**src/design/eight_bit_timer_counter_assert.svh**
```systemverilog
// Assertion macros for the eight-bit timer/counter.
`ifndef EIGHT_BIT_TIMER_COUNTER_ASSERT_SVH
`define EIGHT_BIT_TIMER_COUNTER_ASSERT_SVH

// Check a condition at every clock edge outside reset.
`define EBTC_ASSERT(lbl, cond, msg) \
  lbl: assert property (@(posedge clk) disable iff (!rst_n) (cond)) else $error(msg);

// Check that a condition seen at one edge is followed by another at the next edge.
`define EBTC_ASSERT_NEXT(lbl, ante, cons, msg) \
  lbl: assert property (@(posedge clk) disable iff (!rst_n) (ante) |=> (cons)) \
    else $error(msg);

`endif

```
**src/design/ebtc_pkg.sv**
```systemverilog
// Types, codes and helpers shared by the eight-bit timer/counter.
`default_nettype none
package ebtc_pkg;

  typedef enum logic [1:0] {
    REQ_TICK  = 2'd0,
    REQ_READ  = 2'd1,
    REQ_WRITE = 2'd2,
    REQ_NONE  = 2'd3
  } req_t;

  typedef enum logic [2:0] {
    REG_MODE    = 3'd0,
    REG_CLK_SEL = 3'd1,
    REG_COUNT   = 3'd2,
    REG_COMPARE = 3'd3,
    REG_IRQ_EN  = 3'd4,
    REG_FLAGS   = 3'd5,
    REG_RSVD6   = 3'd6,
    REG_RSVD7   = 3'd7
  } reg_idx_t;

  localparam logic [1:0] MODE_CTC = 2'd2;
  localparam int         FLAG_OVF = 0;
  localparam int         FLAG_CMP = 1;
  localparam int         PSC_W    = 10;

  typedef struct packed {
    logic [7:0] read_data;
    logic       overflow_irq;
    logic       compare_irq;
  } res_t;

  // Prescaler divisor for a clock select; zero means stopped.
  function automatic logic [PSC_W:0] divisor_of(input logic [2:0] sel);
    logic [PSC_W:0] d;
    case (sel)
      3'd1:    d = (PSC_W+1)'(1);
      3'd2:    d = (PSC_W+1)'(8);
      3'd3:    d = (PSC_W+1)'(64);
      3'd4:    d = (PSC_W+1)'(256);
      3'd5:    d = (PSC_W+1)'(1024);
      default: d = '0;
    endcase
    return d;
  endfunction

endpackage
`default_nettype wire

```
**src/design/eight_bit_timer_counter.sv**
```systemverilog
// Eight-bit timer/counter with prescaler, normal and CTC modes.
// An accepted result is registered in the output entry, or the skid entry on a stall.
// Throughput: one item per cycle; an output register plus one skid entry keep input
// ready while a result waits, so a stalled output blocks input only once both are full.
// Reset (synchronous, rst_n low) clears all timer registers and the prescaler, and
// empties both output entries (their data registers are not reset).
`default_nettype none
module eight_bit_timer_counter
  import ebtc_pkg::*;
(
  input  wire logic       clk,
  input  wire logic       rst_n,
  input  wire logic       in_valid,
  output logic            in_ready,
  input  wire logic [1:0] in_req_type,
  input  wire logic [2:0] in_reg_index,
  input  wire logic [7:0] in_write_data,
  output logic            out_valid,
  input  wire logic       out_ready,
  output logic [7:0]      out_read_data,
  output logic            out_overflow_irq,
  output logic            out_compare_irq
);

  `include "eight_bit_timer_counter_assert.svh"

  logic [1:0]       mode_r,   mode_nxt;
  logic [2:0]       sel_r,    sel_nxt;
  logic [7:0]       count_r,  count_nxt;
  logic [7:0]       cmp_r,    cmp_nxt;
  logic [1:0]       irq_en_r, irq_en_nxt;
  logic [1:0]       flags_r,  flags_nxt;
  logic [PSC_W-1:0] psc_r,    psc_nxt;

  logic             out_valid_r, out_valid_nxt;
  logic             skid_valid_r, skid_valid_nxt;
  res_t             out_r, out_nxt;
  res_t             skid_r, skid_nxt;

  logic             accept;
  req_t             req;
  reg_idx_t         idx;
  logic [PSC_W:0]   div;
  logic [PSC_W:0]   psc_inc;
  logic             running;
  logic             step;
  logic             ctc_clear;
  logic [7:0]       count_stepped;
  logic [7:0]       rd;
  res_t             res;

  assign in_ready = !skid_valid_r;
  assign accept   = in_valid && in_ready;
  assign req      = req_t'(in_req_type);
  assign idx      = reg_idx_t'(in_reg_index);

  // Prescaler and count step
  assign div           = divisor_of(sel_r);
  assign running       = (div != '0);
  assign psc_inc       = {1'b0, psc_r} + (PSC_W+1)'(1);
  assign step          = running && (psc_inc >= div);
  assign ctc_clear     = (mode_r == MODE_CTC) && (count_r == cmp_r);
  assign count_stepped = ctc_clear ? 8'd0 : count_r + 8'd1;

  always_comb begin
    mode_nxt   = mode_r;
    sel_nxt    = sel_r;
    count_nxt  = count_r;
    cmp_nxt    = cmp_r;
    irq_en_nxt = irq_en_r;
    flags_nxt  = flags_r;
    psc_nxt    = psc_r;
    rd         = 8'd0;
    if (accept) begin
      case (req)
        REQ_TICK: begin
          if (step) begin
            psc_nxt   = '0;
            count_nxt = count_stepped;
            if ((count_r == 8'hFF) && (count_stepped == 8'd0)) begin
              flags_nxt[FLAG_OVF] = 1'b1;
            end
            if (count_stepped == cmp_r) begin
              flags_nxt[FLAG_CMP] = 1'b1;
            end
          end else if (running) begin
            psc_nxt = psc_inc[PSC_W-1:0];
          end
        end
        REQ_READ: begin
          case (idx)
            REG_MODE:    rd = {6'd0, mode_r};
            REG_CLK_SEL: rd = {5'd0, sel_r};
            REG_COUNT:   rd = count_r;
            REG_COMPARE: rd = cmp_r;
            REG_IRQ_EN:  rd = {6'd0, irq_en_r};
            REG_FLAGS:   rd = {6'd0, flags_r};
            default:     rd = 8'd0;
          endcase
        end
        REQ_WRITE: begin
          case (idx)
            REG_MODE:    mode_nxt   = in_write_data[1:0];
            REG_CLK_SEL: sel_nxt    = in_write_data[2:0];
            REG_COUNT:   count_nxt  = in_write_data;
            REG_COMPARE: cmp_nxt    = in_write_data;
            REG_IRQ_EN:  irq_en_nxt = in_write_data[1:0];
            // write 1 to clear
            REG_FLAGS:   flags_nxt  = flags_r & ~in_write_data[1:0];
            default:     ;
          endcase
        end
        default: ;
      endcase
    end
  end

  always_comb begin
    res.read_data    = rd;
    res.overflow_irq = flags_nxt[FLAG_OVF] & irq_en_nxt[FLAG_OVF];
    res.compare_irq  = flags_nxt[FLAG_CMP] & irq_en_nxt[FLAG_CMP];
  end

  // Output register with one skid entry
  always_comb begin
    out_valid_nxt  = out_valid_r;
    skid_valid_nxt = skid_valid_r;
    out_nxt        = out_r;
    skid_nxt       = skid_r;
    if (out_valid_r && out_ready) begin
      if (skid_valid_r) begin
        out_nxt        = skid_r;
        skid_valid_nxt = 1'b0;
      end else if (accept) begin
        out_nxt = res;
      end else begin
        out_valid_nxt = 1'b0;
      end
    end else if (!out_valid_r) begin
      if (accept) begin
        out_nxt       = res;
        out_valid_nxt = 1'b1;
      end
    end else if (accept) begin
      // hold the waiting result, park the new one
      skid_nxt       = res;
      skid_valid_nxt = 1'b1;
    end
  end

  always_ff @(posedge clk) begin
    if (!rst_n) begin
      mode_r       <= '0;
      sel_r        <= '0;
      count_r      <= '0;
      cmp_r        <= '0;
      irq_en_r     <= '0;
      flags_r      <= '0;
      psc_r        <= '0;
      out_valid_r  <= 1'b0;
      skid_valid_r <= 1'b0;
    end else begin
      mode_r       <= mode_nxt;
      sel_r        <= sel_nxt;
      count_r      <= count_nxt;
      cmp_r        <= cmp_nxt;
      irq_en_r     <= irq_en_nxt;
      flags_r      <= flags_nxt;
      psc_r        <= psc_nxt;
      out_valid_r  <= out_valid_nxt;
      skid_valid_r <= skid_valid_nxt;
    end
  end

  always_ff @(posedge clk) begin
    out_r  <= out_nxt;
    skid_r <= skid_nxt;
  end

  assign out_valid        = out_valid_r;
  assign out_read_data    = out_r.read_data;
  assign out_overflow_irq = out_r.overflow_irq;
  assign out_compare_irq  = out_r.compare_irq;

  `EBTC_ASSERT(a_skid_behind_out, !skid_valid_r || out_valid_r, "skid full with output empty")
  `EBTC_ASSERT_NEXT(a_stopped_psc_holds, accept && (req == REQ_TICK) && !running,
    $stable(psc_r), "prescaler moved while stopped")
  `EBTC_ASSERT_NEXT(a_ctc_clear, accept && (req == REQ_TICK) && step && ctc_clear,
    count_r == 8'd0, "CTC match did not clear count")
  `EBTC_ASSERT_NEXT(a_flag_clear,
    accept && (req == REQ_WRITE) && (idx == REG_FLAGS) && in_write_data[FLAG_OVF],
    !flags_r[FLAG_OVF], "overflow flag not cleared by write")

endmodule
`default_nettype wire
```
**config.mk**
```make
export PLATFORM = sky130hd
export DESIGN_NAME = eight_bit_timer_counter
export DESIGN_NICKNAME = d
export VERILOG_FILES = /design/src/design/ebtc_pkg.sv /design/src/design/eight_bit_timer_counter.sv
export VERILOG_INCLUDE_DIRS = /design/src /design/src/design
export SDC_FILE = /design/constraint.sdc
export NUM_CORES = 1
export LEC_CHECK = 0
export ABC_AREA = 1
export BUFFER_PORTS_ARGS = -buffer_cell sky130_fd_sc_hd__buf_2
export CAP_MARGIN = 15
export CORE_MARGIN = 2
export CORE_UTILIZATION = 49
export CTS_CLUSTER_DIAMETER = 40
export DETAILED_ROUTE_END_ITERATION = 8
export PLACE_DENSITY = 0.7
export SLEW_MARGIN = 20
export SYNTH_ARGS = -nofsm -noshare
export SYNTH_HDL_FRONTEND = slang
export SYNTH_SLANG_ARGS = --single-unit
```
**constraint.sdc**
```tcl
create_clock -name clk -period 2.6 [get_ports clk]
set_input_delay 0.26 -clock clk [delete_from_list [all_inputs] [get_ports clk]]
set_output_delay 0.26 -clock clk [all_outputs]
set_load 0.01 [all_outputs]
```
==> metrics.md, run 1 <==
| Metric | Value |
|---|---|
| Status | `finished, violations left` |
| Failing checks | `negative setup slack` |
| Hold Path Class | `in2reg` |
| Die width | `87.85 µm` |
| Crit path capture type | `flip-flop` |
| Layout area overhead | `24.48%` |
| Initial Utilization | `0.5070` |
| Clock tree buffer depth | `2` |
| I/O Buffers | `28` |
| Final Core Density | `0.6311` |
| Routed Antenna Nets | `0` |
| Via count | `3480` |
| Netlist cell types | `39` |
| CP endpoint | `count_r[7]$_SDFFE_PN0P_` |
| Clk slew on worst S/H paths | `70 ps` |
| Worst EP arrival | `3130 ps` |
| Setup Skew | `12.60 ps` |
| Non-filler instance count after layout | `650` |
| Share of cells above drive strength 1 | `0.2310` |
| # rows | `30` |
| Relative slew margins | `0.5689` |
| Syn avg cell area | `6.987 µm²` |
| Dpl cells | `622` |
| Min Clock Period, post-route | `2903 ps` |
| Final worst-path cycle share | `1.116` |
| Pwr per Cell Area | `525.8 nW/µm²` |
| Mapped Area | `3445 µm²` |
| Initial antenna violation count | `0` |
| Ant diodes | `0` |
| GRT Residual Overflow | `0` |
| Gpl congestion | `0.9398` |
| Synth Register Bits | `57` |
| CP startpoint kind | `flip-flop` |
| CTS buffer count | `9` |
| Number of global-route vias before repair | `3085` |
| Synth warn | `0` |
| RSZ-0062 raised after global routing | `true` |
| F_max | `0.3445 GHz` |
| First-pass GRT wire length | `14660 µm` |
| P_leak | `0.001928 µW` |
| Nets | `573` |
| Clk sinks | `57` |
| DR WL/cell | `14.18 µm` |
| DP HPWL | `6477 µm` |
| Fin worst setup slack | `-302.7 ps` |
| Final Setup Violations | `23` |
| Worst VDD drop | `0.3467 mV` |
| Reg-to-Reg End | `count_r[7]$_SDFFE_PN0P_` |
| IO Count | `29` |
| Die Ht | `87.85 µm` |
| Drc violations | `0` |
| Worst-Margin Slew | `642.7 ps` |
| Placed cell areas | `3806 µm²` |
| Setup CP Type | `reg2reg` |
| H-tree depth | `3` |
| Critical-path maximum fanout | `8` |
| Final hold vios | `0` |
| Die area | `7717 µm²` |
| CP Data Required Time | `2820 ps` |
| Clock Tree Root | `clkbuf_8` |
| Largest net degree at the start of global routing | `20` |
| Pins Over Slew Limit | `0` |
| Core Box Area | `6794 µm²` |
| Final instance area | `4288 µm²` |
| 1st-iter DRT viols | `337` |
| Syn nets | `517` |
| CTS tree | `done` |
| Final WL | `9214 µm` |
| Vias per Instance | `5.354` |
| Cells after synthesis | `493` |
| Cts hold-fix bufs | `0` |
| PnR Total Power | `2255 µW` |
| Clk_lat worst skew | `340 ps` |
| Gr usage total | `0.2454` |
| Seq/Total Area, Yosys | `0.3894` |
| Drt first pass iters | `6` |
| MaxCap Viol Count | `0` |
| FF-to-FF path depth | `18` |
| Worst r2r src | `psc_r[1]$_SDFFE_PN0P_` |
| Flop-to-flop setup slack | `-300 ps` |
| Critical path origin | `psc_r[1]$_SDFFE_PN0P_` |
==> cell type report <==
class | instances | area (µm²)
Inverter | 81 | 319.1
Fill cell | 607 | 2506
Multi-Input combinational cell | 346 | 1931
Timing Repair Buffer | 53 | 327.8
Clock buffer | 11 | 131.4
Timing Repair inverter | 1 | 6.256
Sequential cell | 57 | 1349
Clock inverter | 5 | 103.9
Tap cell | 96 | 120.1
==> logic make-up (layout without fill, tap and decap cells) <==
| kind of cell | Yosys count | after routing | share of synthesized area |
|---|---|---|---|
| AOI/OAI and AO/OA | 102 | 102 | 0.1686 |
| xor gates and xnor gates | 8 | 8 | 0.02034 |
| adders and majority gates | 7 | 7 | 0.02543 |
| buffers and inverters | 90 | 151 | 0.1010 |
| DFF | 57 | 57 | 0.3894 |
| and+or+nand+nor | 229 | 229 | 0.2953 |
==> synthesized netlist by cell type, drive strengths merged <==
cell type	instances	share of area
a211oi	4	0.0087
ha	7	0.025
clkinv	4	0.0044
or2	1	0.0018
a31oi	3	0.0054
edfxtp	20	0.17
nor3	9	0.015
buf	1	0.0033
o31ai	1	0.0036
a21boi	1	0.0022
nand3b	1	0.0022
nand4	3	0.0054
o21ai	33	0.050
inv	77	0.085
xnor2	1	0.0025
a221oi	2	0.0051
o21bai	1	0.0022
a21oi	38	0.056
nand2	129	0.15
clkbuf	8	0.0087
dfxtp	37	0.22
xor2	7	0.018
nor2	57	0.069
nor4	1	0.0018
a22oi	1	0.0022
nand3	28	0.049
o22ai	18	0.033
==> flip-flops by register name, summed over array words and instances (netlist names) <==
name and count:
skid_r 10, out_read_data 8, cmp_r 8, psc_r 10, skid_valid_r 1, flags_r 2
out_valid 1, out_compare_irq 1, count_r 8, sel_r 3, irq_en_r 2, out_overflow_irq 1
mode_r 2
==> layout by cell type (no fill, tap or decap), drive strengths merged <==
cell type    n
nand4        3
dfxtp       37
clkbuf      11
clkinv       7
o21bai       1
bufinv       3
nor2        57
xor2         7
or2          1
o31ai        1
buf         53
a21oi       38
nor4         1
a31oi        3
o21ai       33
a22oi        1
edfxtp      20
nand3b       1
a211oi       4
a221oi       2
nor3         9
nand2      129
ha           7
inv         77
xnor2        1
nand3       28
o22ai       18
a21boi       1
==> worst min path at each step <==
stage                                startpoint                         to  slack [ps]  depth (start not counted)
after floorplan                in_write_data[1]      sel_r[1]$_SDFFE_PN0P_         390                          2
after global placement    psc_r[9]$_SDFFE_PN0P_      psc_r[9]$_SDFFE_PN0P_         470                          2
after detailed placement  psc_r[9]$_SDFFE_PN0P_      psc_r[9]$_SDFFE_PN0P_         490                          2
after CTS                             out_ready  skid_valid_r$_SDFFE_PP0P_         210                          4
after global routing                  out_ready  skid_valid_r$_SDFFE_PP0P_         230                          4
final                                 out_ready  skid_valid_r$_SDFFE_PP0P_         210                          4
==> critical path: stages (launching register included) <==
cell,delay [ps]
dfxtp_2,350
ha_4,150
inv_4,40
nor4_4,320
nand2_2,140
buf_4,160
buf_4,130
nor3_4,110
ha_1,260
or2_2,310
nand2_2,80
nand3_4,80
nand2_4,100
buf_4,120
nand2_4,60
nand2_8,130
clkinv_8,80
o21ai_2,110
a21oi_1,50
==> where the power goes <==
| part | internal (µW) | leakage [µW] | switching (µW) |
|---|---|---|---|
| Clock | 637 | 0.000118 | 367 |
| Sequential | 962 | 0.000509 | 28.3 |
| Combinational | 89.5 | 0.00130 | 170 |
==> routing by layer <==
metal | global-route usage | vias up | routed length, µm
li1 | - | 1733 | -
met1 | 0.3580 | 1606 | 4407
met2 | 0.3726 | 118 | 4100
met3 | 0.03770 | 23 | 541
met4 | 0.07972 | 0 | 164
met5 | 0 | - | 0
==> metrics by stage <==
stage / hold WS, ps / setup slack, ps / TNS [ps]
2_1_floorplan: 394.9 / -14.86 / -14.86
3_3_place_gp: 471.6 / -75.65 / -187.6
3_5_place_dp: 491.2 / -241.5 / -2398
4_1_cts: 209.9 / -125.3 / -385.0
5_1_grt: 232.1 / -521.9 / -9267
6_report: 212.8 / -302.7 / -4365
==> timing repair <==
item | CTS | global route
buffers inserted | 7 | 4
pin swaps | 8 | 7
resized for setup | 8 | 28
cloned | 0 | 1
setup endpoints to repair | 23 | 24
Note: power is estimated with default switching activity, not from simulation.
==> inputs of run 2 (changes only) <==
- clock period: 2.6 -> 2.5 ns (I/O delays scaled with it)
==> run 2 against run 1 <==
Effect of this change: the run still ends with negative setup slack left; wire length increased by 0.82%; non-clock buffer count increased by 2; register-to-register slack improved by 40 ps; design area increased by 0.44%; clock power decreased by 15%; worst hold slack improved by 0.81 ps; combinational power increased by 7.7%; critical path type unchanged; critical endpoint is now count_r[6]$_SDFFE_PN0P_; largest power group is now sequential cells; highest routed layer unchanged.
==> metrics.md, run 2 (synthesis results as in run 1) <==
| Metric | Value |
|---|---|
| I/O Buffers | `28 (unchanged)` |
| WHS Endpoint | `skid_valid_r$_SDFFE_PP0P_` |
| Commonest cells after routing, fill and taps aside | `110 x nand2_1, 72 x inv_1, 48 x nor2_1` |
| Failing checks | `negative setup slack` |
| Initial Utilization | `0.5070 (unchanged)` |
| Hold Path Class | `in2reg` |
| Core Box Area | `6794 µm² (unchanged)` |
| CP Data Required Time | `2750 ps (-70 ps)` |
| Crit path cell chain | `nand2_4 -> nor4_4 -> nand2_1 -> nor2_2 -> xor2_1 -> ha_1 -> nand3_1 -> nor2_1 -> nand2_1 -> nor2_1 -> nand2_1 -> nand2_1 -> nand2_2 -> nand3_4 -> nand2_4 -> buf_6 -> nand2_4 -> nand2_8 -> buf_12 -> a211oi_2` |
| Flop-to-flop setup slack | `-260 ps (+40 ps)` |
| Setup CP Type | `reg2reg` |
| Gpl congestion | `0.9336 (-0.66%)` |
| Pins Over Slew Limit | `0 (unchanged)` |
| Critical-path maximum fanout | `5 (-3)` |
| Largest net degree at the start of global routing | `20 (unchanged)` |
| Clk slew on worst S/H paths | `70 ps (about the same)` |
| Die width | `87.85 µm (unchanged)` |
| Die area | `7717 µm² (unchanged)` |
| Crit path capture type | `flip-flop` |
| Die Ht | `87.85 µm (unchanged)` |
| # rows | `30 (unchanged)` |
| Crit-path slowest cell | `dfxtp_2` |
| GRT Residual Overflow | `0 (unchanged)` |
| Ant diodes | `0 (unchanged)` |
| Clock Tree Root | `clkbuf_8` |
| Drc violations | `0 (unchanged)` |
| Most common cell after layout, fill and taps aside | `nand2_1` |
| First-pass GRT wire length | `14970 µm (+2.1%)` |
| F_max | `0.3624 GHz (+5.2%)` |
| Vias per Instance | `5.336 (-0.34%)` |
| CTS buffer count | `9 (unchanged)` |
| Worst VDD drop | `0.2735 mV (-21%)` |
| Final Core Density | `0.6339 (+0.002763)` |
| Number of global-route vias before repair | `3191 (+3.4%)` |
| IO Count | `29 (unchanged)` |
| Fin worst setup slack | `-259.7 ps (+43.04 ps)` |
| Worst EP arrival | `3010 ps (-120 ps)` |
| Hold_ws | `213.6 ps (+0.8140 ps)` |
| Worst-Margin Slew | `599.1 ps (-43.57 ps)` |
| Relative slew margins | `0.5975 (+0.02862)` |
| Drt first pass iters | `5 (-1)` |
| P_leak | `0.001965 µW (+1.9%)` |
| CP startpoint kind | `flip-flop` |
| Final worst-path cycle share | `1.104 (-0.01256)` |
| 1st-iter DRT viols | `326 (-3.3%)` |
| Clk sinks | `57 (unchanged)` |
| Final WL | `9290 µm (+0.82%)` |
| CP most frequent cell | `nand2_1` |
| Via count | `3479 (-0.029%)` |
| Reg-to-Reg End | `count_r[6]$_SDFFE_PN0P_` |
| DP Worst Slack | `-281.0 ps (-39.43 ps)` |
| Gr usage total | `0.2500 (+0.004621)` |
| Final hold vios | `0 (unchanged)` |
| Setup Skew | `11.33 ps (-1.273 ps)` |
| Worst r2r src | `psc_r[3]$_SDFFE_PN0P_` |
| Nets | `575 (+0.35%)` |
| Clock tree buffer depth | `2 (unchanged)` |
| Fillers | `611 (+0.66%)` |
| Initial antenna violation count | `0 (unchanged)` |
| DP HPWL | `6440 µm (-0.56%)` |
| Min Clock Period, post-route | `2760 ps (-143.0 ps)` |
| Critical Path Max Stage Delay | `350 ps (about the same)` |
| FF-to-FF path depth | `20 (+2)` |
| Critical hold path startpoint | `in_valid` |
| Pwr per Cell Area | `502.5 nW/µm² (-4.4%)` |
| PnR Total Power | `2164 µW (-4.0%)` |
| DR WL/cell | `14.25 µm (+0.52%)` |
| Final Setup Violations | `22 (-4.3%)` |
| Share of cells above drive strength 1 | `0.2500 (+0.01895)` |
| Status | `finished, violations left` |
| MaxCap Viol Count | `0 (unchanged)` |
| CTS tree | `done` |
| Routed Antenna Nets | `0 (unchanged)` |
| RSZ-0062 raised after global routing | `true` |
| H-tree depth | `3 (unchanged)` |
| Clk_lat worst skew | `330 ps (about the same)` |
| Largest registers | `psc_r (10), skid_r (10)` |
| Layout area overhead | `25.03%` |
| Hold Crit Depth | `3 (-1)` |
==> run 2: cell types whose count changed in the layout (fill, tap and decap cells not counted), sizes merged <==
cell      delta
inv          +1
clkbuf       -1
bufinv       -2
clkinvlp     +2
buf          +2
==> run 2: final cells by class <==
class,instances,area [µm²],area share
Tap cell,96,120.1,0.02789
Inverter,81,311.5,0.07234
Sequential cell,57,1350,0.3135
Clock buffer,10,137.6,0.03196
Timing Repair Buffer,55,366.6,0.08513
Timing Repair inverter,1,3.754,0.0008716
Multi-Input combinational cell,346,1959,0.4550
Clock inverter,6,57.56,0.01336
==> run 2: report_power, final <==
part | internal (µW) | switching, µW
Sequential | 1000 | 30.2
Combinational | 100 | 180
Clock | 478 | 375
==> run 2: repair_timing <==
| action | CTS | global route |
|---|---|---|
| setup buffers | 5 | 5 |
| endpoints found under the setup margin | 23 | 24 |
| pin swaps | 8 | 8 |
| hold buffers | 0 | 0 |
| resized for setup | 19 | 31 |
| cloned | 1 | 0 |
| hold endpoints to repair | 0 | 0 |
==> run 2: layer usage <==
layer / track usage / vias to the layer above / share of wire
li1: - / 1733 / -
met1: 0.3608 / 1622 / 0.48
met2: 0.3809 / 115 / 0.45
met3: 0.04336 / 9 / 0.061
met4: 0.07972 / 0 / 0.011
met5: 0 / - / 0
==> run 2: worst max-delay path, delay by kind of cell, from the launching register on <==
kind	cells	cell delay (ps)
compound gates	1	170
buf+inv	2	290
simple gates	15	1450
fa+ha+maj	1	330
xor+xnor	1	90
flops	1	350
==> run 2: through the flow <==
step                instances  cell area, µm²  setup TNS, ps
global placement          625            3829          -1017
detailed placement        625            3829          -3072
floorplan                 493            3482         -290.1
global route              652            4307          -8427
CTS                       647            4143          -1471
finish                    652            4307          -3055
==> run 2: worst max-delay path by stage <==
stage	from	to	slack (ps)	depth (start not counted)
after global routing	psc_r[3]$_SDFFE_PN0P_	out_compare_irq$_DFFE_PP_	-500	22
after global placement	psc_r[1]$_SDFFE_PN0P_	out_compare_irq$_DFFE_PP_	-180	23
after floorplan	psc_r[1]$_SDFFE_PN0P_	out_compare_irq$_DFFE_PP_	-110	23
after detailed placement	psc_r[1]$_SDFFE_PN0P_	out_compare_irq$_DFFE_PP_	-280	23
after CTS	psc_r[3]$_SDFFE_PN0P_	out_compare_irq$_DFFE_PP_	-160	22
final	psc_r[3]$_SDFFE_PN0P_	count_r[6]$_SDFFE_PN0P_	-260	20
